==> src/hw/rtl/sca_pkg.sv <==
// Shared types and constants for the slot cache with arena fallback.
`default_nettype none

package sca_pkg;

    localparam int POOL_SLOTS_DEF = 32;

    localparam logic [15:0] TAG_BYTES = 16'd2;

    // opcodes
    localparam logic [1:0] OP_ALLOC_SLOT  = 2'd0;
    localparam logic [1:0] OP_ALLOC_ARENA = 2'd1;
    localparam logic [1:0] OP_FREE_SLOT   = 2'd2;

    // status codes
    localparam logic [2:0] ST_SLOT      = 3'd0;
    localparam logic [2:0] ST_ARENA     = 3'd1;
    localparam logic [2:0] ST_FREED     = 3'd2;
    localparam logic [2:0] ST_TOO_LARGE = 3'd3;
    localparam logic [2:0] ST_NO_BLOCKS = 3'd4;

    // configuration register indexes
    localparam logic [2:0] CFG_SLOTS_IN_USE = 3'd0;
    localparam logic [2:0] CFG_SLOT_BYTES   = 3'd1;
    localparam logic [2:0] CFG_BLOCK_BYTES  = 3'd2;
    localparam logic [2:0] CFG_HEADER_BYTES = 3'd3;
    localparam logic [2:0] CFG_MAX_BLOCKS   = 3'd4;

    // configuration reset values
    localparam logic [5:0]  RST_SLOTS_IN_USE = 6'd32;
    localparam logic [12:0] RST_SLOT_BYTES   = 13'd64;
    localparam logic [15:0] RST_BLOCK_BYTES  = 16'd65500;
    localparam logic [5:0]  RST_HEADER_BYTES = 6'd12;
    localparam logic [7:0]  RST_MAX_BLOCKS   = 8'd255;

    typedef struct packed {
        logic [1:0]  opcode;
        logic [15:0] req_bytes;
        logic [4:0]  slot_index;
    } req_t;

    typedef struct packed {
        logic [2:0]  status;
        logic [4:0]  slot;
        logic [7:0]  block_number;
        logic [15:0] byte_offset;
    } rsp_t;

endpackage

`default_nettype wire

==> src/hw/rtl/slot_cache_with_arena_fallback_core.sv <==
// Slot allocator with bitmap search and bump-arena fallback, one shared adder.
// Per request: a free goes straight to the result; a slot request scans from the hint and on a miss
// falls to the arena, which steps NEED, FIT (CAP, CAPCHK to open a block or reject), OFF, USED, BFREE.
// Throughput: one beat at a time; the next request is taken once the result is
// registered, so a stalled response beat holds the input. One slot tested per cycle.
// Reset: bitmap, hint and arena state clear; config registers take reset values.
`default_nettype none

module slot_cache_with_arena_fallback_core #(
    parameter int POOL_SLOTS = sca_pkg::POOL_SLOTS_DEF
) (
    input  wire logic          clk,
    input  wire logic          rst_n,
    input  wire logic          req_valid,
    output      logic          req_ready,
    input  wire sca_pkg::req_t req_data,
    output      logic          rsp_valid,
    input  wire logic          rsp_ready,
    output      sca_pkg::rsp_t rsp_data,
    input  wire logic          cfg_valid,
    output      logic          cfg_ready,
    input  wire logic [2:0]    cfg_index,
    input  wire logic [15:0]   cfg_data
);
    import sca_pkg::*;

    localparam int HW = $clog2(POOL_SLOTS + 1);
    localparam int IW = (POOL_SLOTS > 1) ? $clog2(POOL_SLOTS) : 1;
    localparam logic [6:0] NSLOTS7 = 7'(POOL_SLOTS);

    localparam logic [3:0] S_IDLE   = 4'd0;
    localparam logic [3:0] S_SCAN   = 4'd1;
    localparam logic [3:0] S_NEED   = 4'd2;
    localparam logic [3:0] S_FIT    = 4'd3;
    localparam logic [3:0] S_CAP    = 4'd4;
    localparam logic [3:0] S_CAPCHK = 4'd5;
    localparam logic [3:0] S_OFF    = 4'd6;
    localparam logic [3:0] S_USED   = 4'd7;
    localparam logic [3:0] S_BFREE  = 4'd8;
    localparam logic [3:0] S_DONE   = 4'd9;

    logic [3:0]            state_reg, state_next;
    logic [5:0]            slots_in_use_reg;
    logic [12:0]           slot_bytes_reg;
    logic [15:0]           block_bytes_reg;
    logic [5:0]            header_bytes_reg;
    logic [7:0]            max_blocks_reg;

    logic [POOL_SLOTS-1:0] in_use_map_reg, in_use_map_next;
    logic [HW-1:0]         hint_reg, hint_next;
    logic [HW-1:0]         scan_ptr_reg, scan_ptr_next;
    logic [15:0]           block_used_reg, block_used_next;
    logic [15:0]           block_free_reg, block_free_next;
    logic [7:0]            block_count_reg, block_count_next;

    logic [15:0]           bytes_reg, bytes_next;
    logic [16:0]           need_reg, need_next;
    logic [15:0]           cap_reg, cap_next;
    logic [15:0]           off_reg, off_next;
    rsp_t                  pend_reg, pend_next;
    logic                  rsp_valid_reg, rsp_valid_next;
    rsp_t                  rsp_data_reg, rsp_data_next;

    // shared add/subtract unit
    logic [16:0]           alu_a, alu_b;
    logic                  alu_sub;
    logic [17:0]           alu_res;
    logic                  alu_borrow;

    logic [HW-1:0]         slot_count;
    logic                  scan_in_range;
    logic [IW-1:0]         scan_idx;
    logic                  scan_hit;
    logic [6:0]            scan_ptr7;
    logic [6:0]            free_idx7;

    assign req_ready = (state_reg == S_IDLE);
    assign cfg_ready = 1'b1;
    assign rsp_valid = rsp_valid_reg;
    assign rsp_data  = rsp_data_reg;

    assign slot_count    = ({1'b0, slots_in_use_reg} < NSLOTS7) ? HW'(slots_in_use_reg)
                                                                 : HW'(POOL_SLOTS);
    assign scan_in_range = (scan_ptr_reg < slot_count);
    assign scan_ptr7     = 7'(scan_ptr_reg);
    assign scan_idx      = scan_ptr7[IW-1:0];
    assign scan_hit      = (state_reg == S_SCAN) && scan_in_range && !in_use_map_reg[scan_idx];
    assign free_idx7     = 7'(req_data.slot_index);

    always_comb
    begin
        alu_a   = '0;
        alu_b   = '0;
        alu_sub = 1'b0;
        case (state_reg)
            S_NEED:
            begin
                alu_a = {1'b0, bytes_reg};
                alu_b = {1'b0, TAG_BYTES};
            end
            S_FIT:
            begin
                alu_a   = {1'b0, block_free_reg};
                alu_b   = need_reg;
                alu_sub = 1'b1;
            end
            S_CAP:
            begin
                alu_a   = {1'b0, block_bytes_reg};
                alu_b   = 17'(header_bytes_reg);
                alu_sub = 1'b1;
            end
            S_CAPCHK:
            begin
                alu_a   = {1'b0, cap_reg};
                alu_b   = need_reg;
                alu_sub = 1'b1;
            end
            S_OFF:
            begin
                alu_a = {1'b0, block_used_reg};
                alu_b = {1'b0, TAG_BYTES};
            end
            S_USED:
            begin
                alu_a = {1'b0, block_used_reg};
                alu_b = need_reg;
            end
            S_BFREE:
            begin
                alu_a   = {1'b0, block_free_reg};
                alu_b   = need_reg;
                alu_sub = 1'b1;
            end
            default:
            begin
                alu_sub = 1'b0;
            end
        endcase
    end

    assign alu_res    = alu_sub ? ({1'b0, alu_a} - {1'b0, alu_b})
                                : ({1'b0, alu_a} + {1'b0, alu_b});
    assign alu_borrow = alu_res[17];

    always_comb
    begin
        state_next       = state_reg;
        in_use_map_next  = in_use_map_reg;
        hint_next        = hint_reg;
        scan_ptr_next    = scan_ptr_reg;
        block_used_next  = block_used_reg;
        block_free_next  = block_free_reg;
        block_count_next = block_count_reg;
        bytes_next       = bytes_reg;
        need_next        = need_reg;
        cap_next         = cap_reg;
        off_next         = off_reg;
        pend_next        = pend_reg;
        rsp_valid_next   = rsp_valid_reg;
        rsp_data_next    = rsp_data_reg;

        if (rsp_valid_reg && rsp_ready)
        begin
            rsp_valid_next = 1'b0;
        end

        case (state_reg)
            S_IDLE:
            begin
                if (req_valid)
                begin
                    pend_next  = '0;
                    bytes_next = req_data.req_bytes;
                    case (req_data.opcode)
                        OP_ALLOC_SLOT:
                        begin
                            scan_ptr_next = hint_reg;
                            state_next    = S_SCAN;
                        end
                        OP_ALLOC_ARENA:
                        begin
                            state_next = S_NEED;
                        end
                        OP_FREE_SLOT:
                        begin
                            if (free_idx7 < NSLOTS7)
                            begin
                                in_use_map_next[free_idx7[IW-1:0]] = 1'b0;
                            end
                            if (free_idx7 < 7'(hint_reg))
                            begin
                                hint_next = HW'(req_data.slot_index);
                            end
                            pend_next.status = ST_FREED;
                            state_next       = S_DONE;
                        end
                        default:
                        begin
                            state_next = S_IDLE;  // unused opcode: no result
                        end
                    endcase
                end
            end
            S_SCAN:
            begin
                if (!scan_in_range)
                begin
                    hint_next  = slot_count;
                    bytes_next = 16'(slot_bytes_reg);
                    state_next = S_NEED;
                end
                else if (scan_hit)
                begin
                    in_use_map_next[scan_idx] = 1'b1;
                    hint_next                 = scan_ptr_reg + HW'(1);
                    pend_next.status          = ST_SLOT;
                    pend_next.slot            = scan_ptr7[4:0];
                    state_next                = S_DONE;
                end
                else
                begin
                    scan_ptr_next = scan_ptr_reg + HW'(1);
                end
            end
            S_NEED:
            begin
                need_next  = alu_res[16:0];
                state_next = S_FIT;
            end
            S_FIT:
            begin
                // borrow means the request does not fit the open block
                state_next = alu_borrow ? S_CAP : S_OFF;
            end
            S_CAP:
            begin
                cap_next   = alu_borrow ? 16'd0 : alu_res[15:0];
                state_next = S_CAPCHK;
            end
            S_CAPCHK:
            begin
                if (alu_borrow)
                begin
                    pend_next.status = ST_TOO_LARGE;
                    state_next       = S_DONE;
                end
                else if (block_count_reg >= max_blocks_reg)
                begin
                    pend_next.status = ST_NO_BLOCKS;
                    state_next       = S_DONE;
                end
                else
                begin
                    block_count_next = block_count_reg + 8'd1;
                    block_used_next  = 16'(header_bytes_reg);
                    block_free_next  = cap_reg;
                    state_next       = S_OFF;
                end
            end
            S_OFF:
            begin
                off_next   = alu_res[15:0];
                state_next = S_USED;
            end
            S_USED:
            begin
                block_used_next = alu_res[15:0];
                state_next      = S_BFREE;
            end
            S_BFREE:
            begin
                block_free_next        = alu_res[15:0];
                pend_next.status       = ST_ARENA;
                pend_next.block_number = block_count_reg;
                pend_next.byte_offset  = off_reg;
                state_next             = S_DONE;
            end
            S_DONE:
            begin
                if (!rsp_valid_reg || rsp_ready)
                begin
                    rsp_valid_next = 1'b1;
                    rsp_data_next  = pend_reg;
                    state_next     = S_IDLE;
                end
            end
            default:
            begin
                state_next = S_IDLE;
            end
        endcase
    end

    always_ff @(posedge clk or negedge rst_n)
    begin
        if (!rst_n)
        begin
            state_reg        <= S_IDLE;
            in_use_map_reg   <= '0;
            hint_reg         <= '0;
            block_used_reg   <= '0;
            block_free_reg   <= '0;
            block_count_reg  <= '0;
            rsp_valid_reg    <= 1'b0;
            slots_in_use_reg <= RST_SLOTS_IN_USE;
            slot_bytes_reg   <= RST_SLOT_BYTES;
            block_bytes_reg  <= RST_BLOCK_BYTES;
            header_bytes_reg <= RST_HEADER_BYTES;
            max_blocks_reg   <= RST_MAX_BLOCKS;
        end
        else
        begin
            state_reg       <= state_next;
            in_use_map_reg  <= in_use_map_next;
            hint_reg        <= hint_next;
            block_used_reg  <= block_used_next;
            block_free_reg  <= block_free_next;
            block_count_reg <= block_count_next;
            rsp_valid_reg   <= rsp_valid_next;
            if (cfg_valid && cfg_ready)
            begin
                case (cfg_index)
                    CFG_SLOTS_IN_USE: slots_in_use_reg <= cfg_data[5:0];
                    CFG_SLOT_BYTES:   slot_bytes_reg   <= cfg_data[12:0];
                    CFG_BLOCK_BYTES:  block_bytes_reg  <= cfg_data;
                    CFG_HEADER_BYTES: header_bytes_reg <= cfg_data[5:0];
                    CFG_MAX_BLOCKS:   max_blocks_reg   <= cfg_data[7:0];
                    default:          max_blocks_reg   <= max_blocks_reg;
                endcase
            end
        end
    end

    always_ff @(posedge clk)
    begin
        scan_ptr_reg <= scan_ptr_next;
        bytes_reg    <= bytes_next;
        need_reg     <= need_next;
        cap_reg      <= cap_next;
        off_reg      <= off_next;
        pend_reg     <= pend_next;
        rsp_data_reg <= rsp_data_next;
    end

    // scan never starts below the hint, and the hint holds during a scan
    a_scan_from_hint: assert property (@(posedge clk) disable iff (!rst_n)
        state_reg == S_SCAN |-> scan_ptr_reg >= hint_reg)
        else $error("scan pointer below hint");

    // a slot found free is marked in use on the next cycle
    a_hit_marks: assert property (@(posedge clk) disable iff (!rst_n)
        scan_hit |=> in_use_map_reg[$past(scan_idx)])
        else $error("granted slot not marked");

    // an arena grant always lies in an opened block
    a_grant_block: assert property (@(posedge clk) disable iff (!rst_n)
        (state_reg == S_DONE && pend_reg.status == ST_ARENA) |-> block_count_reg != 8'd0)
        else $error("arena grant without open block");

    // granted slot beats stay inside the pool
    a_slot_range: assert property (@(posedge clk) disable iff (!rst_n)
        (rsp_valid_reg && rsp_data_reg.status == ST_SLOT) |-> 7'(rsp_data_reg.slot) < NSLOTS7)
        else $error("granted slot out of pool");

endmodule

`default_nettype wire

==> config.mk <==
export PLATFORM = sky130hd
export DESIGN_NAME = slot_cache_with_arena_fallback_core
export DESIGN_NICKNAME = d
export VERILOG_FILES = /design/src/hw/rtl/sca_pkg.sv /design/src/hw/rtl/slot_cache_with_arena_fallback_core.sv
export SDC_FILE = /design/constraint.sdc
export NUM_CORES = 1
export LEC_CHECK = 0
export BUFFER_PORTS_ARGS = -buffer_cell sky130_fd_sc_hd__buf_2
export CAP_MARGIN = 10
export CORE_AREA = 2 2 166 168
export CTS_BUF_LIST = sky130_fd_sc_hd__clkbuf_8
export CTS_CLUSTER_DIAMETER = 30
export DETAILED_ROUTE_END_ITERATION = 12
export DIE_AREA = 0 0 168 170
export PLACE_DENSITY_LB_ADDON = 0.08
export SKIP_CTS_REPAIR_TIMING = 1
export SYNTH_ARGS = -nofsm -noshare
export SYNTH_HDL_FRONTEND = slang
export SYNTH_SLANG_ARGS = --single-unit
==> constraint.sdc <==
create_clock -name clk -period 6.6 [get_ports clk]
set_clock_uncertainty 0.1 [all_clocks]
set_input_delay 1.32 -clock clk [delete_from_list [all_inputs] [get_ports clk]]
set_output_delay 1.32 -clock clk [all_outputs]
set_load 0.01 [all_outputs]
======== After elaboration in Yosys (flattened, before gate mapping) ========
Index checks and enable logic that the tools add are counted.
storage, ports and cells
  output and inout port bits .............. 35
  register bits ........................... 267
  logic and storage cells ................. 168
cells by class
  add/sub/neg operators ................... 4
  multiplexer cells ....................... 58
  reduce and logical (&&, ||, !) cells .... 38
  magnitude comparators ................... 9
  bitwise gates (word level) .............. 5
  eq/ne operators ......................... 29
operator list
  operator                                                                count
  32-bit two-way mux                                                      6
  16-bit two-way mux                                                      6
  16-bit case mux with 2 select lines                                     3
  16-bit case mux with 5 select lines                                     1
  32-bit case mux with 2 select lines                                     1
  6-bit two-way mux                                                       10
  17-bit case mux with 3 select lines                                     1
  24-bit case mux with 2 select lines                                     1
  4-bit case mux with 10 select lines                                     1
  32-bit bitwise AND                                                      1
  32-bit inverter                                                         1
  32-bit OR                                                               1
  4-bit two-way mux                                                       6
  6-bit case mux with 2 select lines                                      2
  17-bit by 17-bit adder with 18-bit output                               1
  5-bit by 6-bit < comparator with 1-bit output (second input constant)   3
  18-bit two-way mux                                                      1
  17-bit by 17-bit subtractor with 18-bit output                          1
  4-bit by 3-bit equality test with 1-bit output (second input constant)  4
  8-bit two-way mux                                                       2
  2-bit inequality test (second input constant)                           8
  3-bit AND reduction                                                     5
  5-bit AND reduction                                                     3
  2-bit AND reduction                                                     7
  other kinds (38)                                                        67

======== Depth between registers and ports, before layout ========
Gate-level depths: netlist of run 1.
  word-level depth ........................ 10
  mapped depth ............................ 24

======== Least setup slack after synthesis of run 1 ========
Ideal clock, no wire load.
  kind .................................... register to register
  start ................................... reg state_reg[0]
  end ..................................... reg block_used_reg[0]
  slack ................................... 1.662 ns
  period minus slack after synthesis ...... 4.938 ns
  arrival time ............................ 4.713 ns
  buffers on the path ..................... 2
  required time ........................... 6.375 ns
  stages on the path, launching flop included .. 24
  setup time .............................. 0.125 ns
  path through ............................ dfrtp_1 > buf_6 > nor3b_1 > a22oi_1 > o21ai_0 > inv_1 > ha_1 > inv_1 > a211oi_1 > and4_1 > o21ai_0 > nor2_1 > xnor2_1 > ha_1 > a21o_1 > a21oi_1 > o221a_2 > o31ai_1 > a41o_1 > o21a_1 > buf_6 > xnor2_4 > a31oi_4 > mux2_4
between the ends
  word-level cells in the longest chain between the ends .. 7
  elaborated cells on any way between the ends .. 23
  those cells by class .................... 2 x add/sub; 9 x eq/ne; 5 x mux; 7 x reduce/logical
ends and longest elaborated chain
  what                                                                                                                RTL line                                                                                RTL
  start: declaration                                                                                                  slot_cache_with_arena_fallback_core.sv:42                                               logic [3:0] state_reg, state_next;
  start signal: assignment                                                                                            slot_cache_with_arena_fallback_core.sv:314                                              state_reg <= state_next;
  4-bit equality test (tied with other cells)                                                                         slot_cache_with_arena_fallback_core.sv:95                                               case (state_reg)
  4-bit OR reduction (no line) / 2-bit OR reduction (equally long branches)                                           --
  17-bit case mux with 3 select lines / 16-bit case mux with 5 select lines (equally long branches)                   slot_cache_with_arena_fallback_core.sv:95
  17-bit by 17-bit adder with 18-bit output / 17-bit by 17-bit subtractor with 18-bit output (equally long branches)  slot_cache_with_arena_fallback_core.sv:143, slot_cache_with_arena_fallback_core.sv:142
  18-bit two-way mux                                                                                                  slot_cache_with_arena_fallback_core.sv:142                                              assign alu_res = alu_sub ? ({1'b0, alu_a} - {1'b0, alu_b})
  2-bit inequality test (no line)                                                                                     --
  3-bit AND reduction (no line)                                                                                       --
  end signal: assignment                                                                                              slot_cache_with_arena_fallback_core.sv:317                                              block_used_reg <= block_used_next;
  end: declaration                                                                                                    slot_cache_with_arena_fallback_core.sv:52                                               logic [15:0] block_used_reg, block_used_next;
Parallel ways exist; a longest one is shown, timed or not.
A chain may end at the register's enable or synchronous reset.

======== Final worst setup path of run 1 ========
  start ................................... reg state_reg[1]
  end ..................................... reg block_used_reg[0]
Same word-level chain as after synthesis.

==> flow_metrics.py, run 1 <==
metrics = {
    "cells_and_area": {
        "nNetsFinal": 1357,
        "drive_above_1_share_pct": 23.69,
        "multi_input_area_mm2": 0.005406,
        "utilization_pct": 57.77,
        "nFillCells": 2261,
        "seq_area_mm2": 0.007388,
        "syn_to_final_growth_pct": 16.66,
    },
    "timing": {
        "fmax_mhz": 173.3,
        "tns_ps": 0,
        "period_needed_ps": 5769,
        "tightest_slew_ps": 1085,
        "finalSetupViolCount": 0,
        "drv_slew": 0,
        "slew_headroom_pct": 27.37,
        "finalWorstSetupSlack_ps": 830.8,
        "rsz0062_at_grt": "false",
        "fin_crit_sh_pct": 87.41,
        "hold-worst-slack_ps": 317.7,
        "final_hold_viol_count": 0,
    },
    "synth": {
        "syn_area_per_cell_um2": 11.38,
        "yosysSeqAreaShare_pct": 55.99,
        "synthCells": 1160,
        "ys_async_sr_fraction_pct": 49.44,
        "yosysUniqueCellTypes": 81,
        "syn_nets": 1247,
        "ys_seq_elements": 267,
        "synth_warnings": 0,
        "mappedNetlistArea_mm2": 0.01320,
        "synth_edf_count": 135,
        "synthFlopType": "edfxtp_1",
    },
    "critical_path": {
        "crit_buf_inv": 2,
        "critical_path_arrival_ps": 6140,
        "rrSetupSlack_ps": 830,
        "required_ps": 6970,
        "critical-path-top-delay-family": "compound AO/OA/AOI/OAI gates",
        "crit_type": "flop to flop",
        "crit_slowest_cell": "nor3b_1",
        "cp_max_fo": 11,
        "critPathLaunchType": "flop",
        "path_cells": "nor3b_1 > a22oi_1 > o21ai_0 > inv_1 > ha_1 > inv_1 > a211oi_1 > and4_1 > o21ai_0 > nor2_1 > xnor2_1 > ha_1 > a21o_1 > a21oi_1 > o221a_2 > o31ai_1 > a41o_1 > o21a_1 > xnor2_4 > a31oi_4 > mux2_4",
        "cp_slowest_stage_delay_ps": 520,
        "worst_setup_path_end_kind": "flop",
    },
    "cts": {
        "cts.sinks": 267,
        "cts_root_buf": "clkbuf_8",
        "cts_buffers": 59,
        "cts_tree": "built",
        "htreeDepth": 2,
        "clk_path_buf_depth": 3,
        "insertion_delay_ps": 600,
        "path_clk_slew_ps": 60,
    },
    "job": {
        "cap_viol_max_count": 0,
    },
    "grt": {
        "antenna_found_initial": 0,
        "grt_pass1_vias": 9140,
        "gr-usage-all-layers_pct": 23.86,
        "grt_start_max_net_pins": 69,
        "overflow": 0,
        "grt_pass1_wl_um": 52500,
    },
    "floorplan": {
        "ioPinCount": 82,
        "die_h_um": 170,
        "fp.dieW_um": 168,
        "fp-row-count": 60,
        "start_util_pct": 49.52,
        "core_mm2": 0.02665,
        "die_area_mm2": 0.02856,
    },
    "detailed_routing": {
        "vias_per_cell": 5.696,
        "drt-pass1-iter-count": 5,
        "drcViolationCount": 0,
        "wl_per_cell_um": 20.07,
        "drt_iter0_markers": 981,
        "via_count": 9450,
        "totalWireLength_um": 33290,
        "ant_nets": 0,
    },
    "run_status": {
        "status": "finished clean",
    },
    "place": {
        "preCtsSetupSlack_ps": 860.3,
        "io_buffers": 80,
        "dp_hpwl_um": 22710,
        "gp_congestion": 0.8596,
    },
    "hold_path": {
        "hold_path_class": "flop to flop",
    },
}
-- layer usage --
| layer | GRT usage, % | vias up | wire, um |
|---|---|---|---|
| li1 | - | 4447 | - |
| met1 | 35.43 | 4578 | 15580 |
| met2 | 34.23 | 362 | 14170 |
| met3 | 5.721 | 63 | 2661 |
| met4 | 8.318 | 0 | 877 |
| met5 | 0 | - | 0 |
-- cells by family (layout without fill, tap and decap cells) --
family                   count (synthesis)  count (layout)  share of synthesized area [%]
AO/OA/AOI/OAI                          237             237                          11.98
XOR/XNOR                                32              32                          2.266
adder cells (fa/ha/maj)                 40              40                          3.849
buffers and inverters                  106             263                          3.366
flip-flops                             267             267                          55.99
multiplexers                            93              93                          8.514
other                                    1               2                        0.02842
AND/OR/NAND/NOR                        384             384                          14.01
-- layout make-up --
cell class	instances	share of cell area, %
clock inverters	44	3.275
clock buffers	64	5.722
diodes	1	0.01625
repair buffers	106	3.909
well taps	341	2.771
inverters	49	1.195
flip-flops and latches	267	47.99
multi-input cells	787	35.12
-- metrics by stage --
step,instances,cell area (um2)
2_1_floorplan,1160,13200
3_3_place_gp,1550,14010
3_5_place_dp,1550,14010
4_1_cts,1658,15390
5_1_grt,1658,15390
6_report,1659,15390
-- placed cells by master (no fill, tap or decap), types with 10 or more instances in the layout --
cell type,instances
nand2b_1,10
a22o_1,15
xor2_1,16
mux2_2,50
nor2b_1,12
xnor2_1,15
clkbuf_8,64
nor2_1,68
o21ai_0,81
ha_1,39
buf_4,26
mux2i_1,29
a31oi_1,11
dfrtp_1,107
dfstp_2,25
a222oi_1,16
a21oi_1,51
bufinv_16,11
edfxtp_1,135
inv_1,61
buf_2,79
nand3_1,30
nand2_1,161
and3_1,13
clkinv_2,11
and2_1,34
nor3_1,12
-- final timing paths --
kind | from | endpoint | cells past startpoint
setup / recovery | state_reg[1] | block_used_reg[0] | 21
hold / removal | pend_reg[0] | rsp_data[0] | 0
setup reg to reg | state_reg[1] | block_used_reg[0] | 21
hold reg to reg | pend_reg[0] | rsp_data[0] | 0
max in group asynchronous | rst_n | block_used_reg[7] | 2
min in group asynchronous | rst_n | in_use_map_reg[12] | 1
-- synthesized netlist by cell type (7+ instances only) --
cell      instances  area, um2
clkbuf_1         42      157.7
mux2i_1          29      290.3
a31oi_1          11      68.82
and2_1           34      212.7
nand3_1          30      150.1
and3_1           13      81.33
dfrtp_1         107       2678
nand3b_1          7      52.55
nor2b_1          12      75.07
nor3_1           14      70.07
nand2_1         161      604.3
xnor2_1          15      131.4
dfstp_2          25      656.9
buf_2             7      35.03
a22o_1           15      131.4
o21a_1            7      52.55
mux2_2           50      563.0
a222oi_1         16      160.2
a21oi_1          51      255.2
mux4_2            8      180.2
a21o_1            9      67.56
ha_1             39      488.0
xor2_1           16      140.1
o21ai_0          81      405.4
nor2_1           69      259.0
nand2b_1         10      62.56
inv_1            49      183.9
edfxtp_1        135       4054
Power of run 1 is left out: the tool's default activity adds up to more than one toggle a clock period on the data nets, which glitch-free logic cannot reach.
==> run 2, diff against run 1 <==
Settings changed: ABC_AREA set to 1, CORE_AREA 2 2 166 168 to 2 2 168 170, DIE_AREA 0 0 168 170 to 0 0 170 172.
==> run 2 against run 1 <==
  * Critical path depth grew 5
  * Non-clock buffer count fell by 16
  * Cell count up 22%
  * Clock-buffer cell count increased by 3
  * Synthesized area increased by 2.3%
  * Critical endpoint is now block_used_reg[1]
==> flow_metrics.py, run 2 <==
metrics = {
    "synth": {
        "ys_seq_elements": 267,
        "yosysTopAreaCell": "edfxtp_1",
        "syn_area_per_cell_um2": 8.855,
        "yosysUniqueCellTypes": 53,
        "ys_async_sr_fraction_pct": 49.44,
        "mappedNetlistArea_mm2": 0.01350,
        "synth_warnings": 0,
        "synthCells": 1525,
        "synth_common_cells": "nand2_1, o21ai_0, inv_1",
        "yosysSeqAreaShare_pct": 54.71,
        "yosysMostFrequentCell": "nand2_1",
        "synth_edf_count": 135,
        "synthFlopType": "edfxtp_1",
        "netlist.area_leader.share_pct": 30.02,
        "synth_top_cells_by_area": "edfxtp_1, dfrtp_1, nand2_1",
        "syn_nets": 1612,
    },
    "critical_path": {
        "crit_type": "flop to flop",
        "cp_max_fo": 45,
        "worst_setup_path_end_kind": "flop",
        "cp-startpoint": "state_reg[3]",
        "rrSetupSlack_ps": 1330,
        "critPathLaunchType": "flop",
        "critical_path_arrival_ps": 5680,
        "r2r-start": "state_reg[3]",
        "required_ps": 7010,
    },
    "detailed_routing": {
        "wl_met2_um": 14210,
        "met3_length_um": 2987,
        "topRoutingLayerUsed": "met4",
        "wl_per_cell_um": 16.99,
        "vias_per_cell": 5.295,
        "drcViolationCount": 0,
        "totalWireLength_um": 34370,
        "drt-pass1-iter-count": 6,
        "ant_nets": 0,
        "route.layer.met1.wl_um": 16640,
        "via_count": 10710,
        "drt_iter0_markers": 756,
    },
    "cts": {
        "cts_buffers": 61,
        "insertion_delay_ps": 610,
        "cts_root_buf": "clkbuf_8",
        "path_clk_slew_ps": 60,
        "htreeDepth": 2,
        "cts_tree": "built",
        "clk_path_buf_depth": 3,
        "cts.sinks": 267,
    },
    "timing": {
        "fmax_mhz": 189.7,
        "drv_slew": 0,
        "slew_headroom_pct": 36.46,
        "tightest_slew_ps": 950.7,
        "tns_ps": 0,
        "period_needed_ps": 5272,
        "fin_crit_sh_pct": 79.88,
        "finalSetupViolCount": 0,
        "final_hold_viol_count": 0,
        "rsz0062_at_grt": "false",
    },
    "grt": {
        "gr-usage-all-layers_pct": 24.07,
        "grt_pass1_wl_um": 54630,
        "antenna_found_initial": 3,
        "grt_pass1_vias": 10110,
        "grt_start_max_net_pins": 85,
        "overflow": 0,
    },
    "cells_and_area": {
        "drive_above_1_share_pct": 14.49,
        "utilization_pct": 56.63,
        "nNetsFinal": 1712,
        "syn_to_final_growth_pct": 15.21,
        "insertedDiodeCount": 0,
        "final_common_cell": "nand2_1",
        "final_cell_mix": "nand2_1, o21ai_0, inv_1",
    },
    "floorplan": {
        "ioPinCount": 82,
        "fp.dieW_um": 170,
        "die_area_mm2": 0.02924,
        "core_mm2": 0.02748,
        "fp-row-count": 61,
        "die_h_um": 172,
        "start_util_pct": 49.15,
    },
    "place": {
        "io_buffers": 80,
        "dp_hpwl_um": 23950,
        "gp_congestion": 0.9054,
    },
    "hold_path": {
        "min-delay-start": "pend_reg[5]",
        "hold_path_class": "flop to flop",
    },
    "job": {
        "cap_viol_max_count": 0,
    },
    "run_status": {
        "status": "finished clean",
    },
}
[run 2: final cells by class]
cell class                      instances  area [um2]
Timing Repair Buffer                   90       481.7
Clock buffer                           67       922.1
Fill cell                            2516       11920
Sequential cell                       267        7388
Multi-Input combinational cell       1026        5207
Inverter                              179       671.9
Tap cell                              346       432.9
Clock inverter                         48       454.2
[run 2: routing by layer]
metal,vias up,global-route usage [%]
met3,45,5.631
met2,386,34.14
met1,4985,36.71
met4,0,6.912
met5,-,0
li1,5295,-
[run 2: per-stage QoR]
step | area [um2] | hold WS, ps | cells | setup slack [ps]
after CTS | 15560 | 318.9 | 2023 | 1319
after detailed placement | 14180 | 304.5 | 1908 | 1329
after global placement | 14180 | 300.4 | 1908 | 1499
final | 15560 | 317.5 | 2023 | 1328
after global routing | 15560 | 322.8 | 2023 | 572.7
after floorplan | 13500 | 300.3 | 1525 | 2717
[run 2: logic make-up after synthesis]
logic type	after synthesis	share of synthesized area, %
multiplexers	3	0.2501
other	1	0.02777
AO/OA/AOI/OAI	330	13.31
flip-flops	267	54.71
buffers and inverters	232	6.828
adder cells (fa/ha/maj)	40	3.762
AND/OR/NAND/NOR	617	18.84
XOR/XNOR	35	2.270
[run 2: worst max-delay path, cell delays in order (launching register included)]
cell     delay, ps
dfrtp_1        370
inv_1          110
nor2_1          90
nand2_4        400
nand3_4        350
a22oi_2        330
ha_1           230
nand3_1         90
nor2_2         140
nand3_1         80
nand2_1        150
o21ai_0        130
xnor2_1        160
inv_1           60
ha_1           360
nand2_1        100
nor4_1         230
nand2_1         80
nand2_1         70
nand2_1         70
nand2_1         80
nand3_1         70
nand2_1        100
nand3_2        290
nand2_1        660
nand2_1        110
o21ai_1        110
[run 2: final timing paths]
check,end,cells after the start
min,rsp_data[5],0
min reg2reg,rsp_data[5],0
min in group asynchronous,in_use_map_reg[16],1
max in group asynchronous,header_bytes_reg[5],2
max reg2reg,block_used_reg[1],26
max,block_used_reg[1],26
Power of run 2 is left out for the same reason.
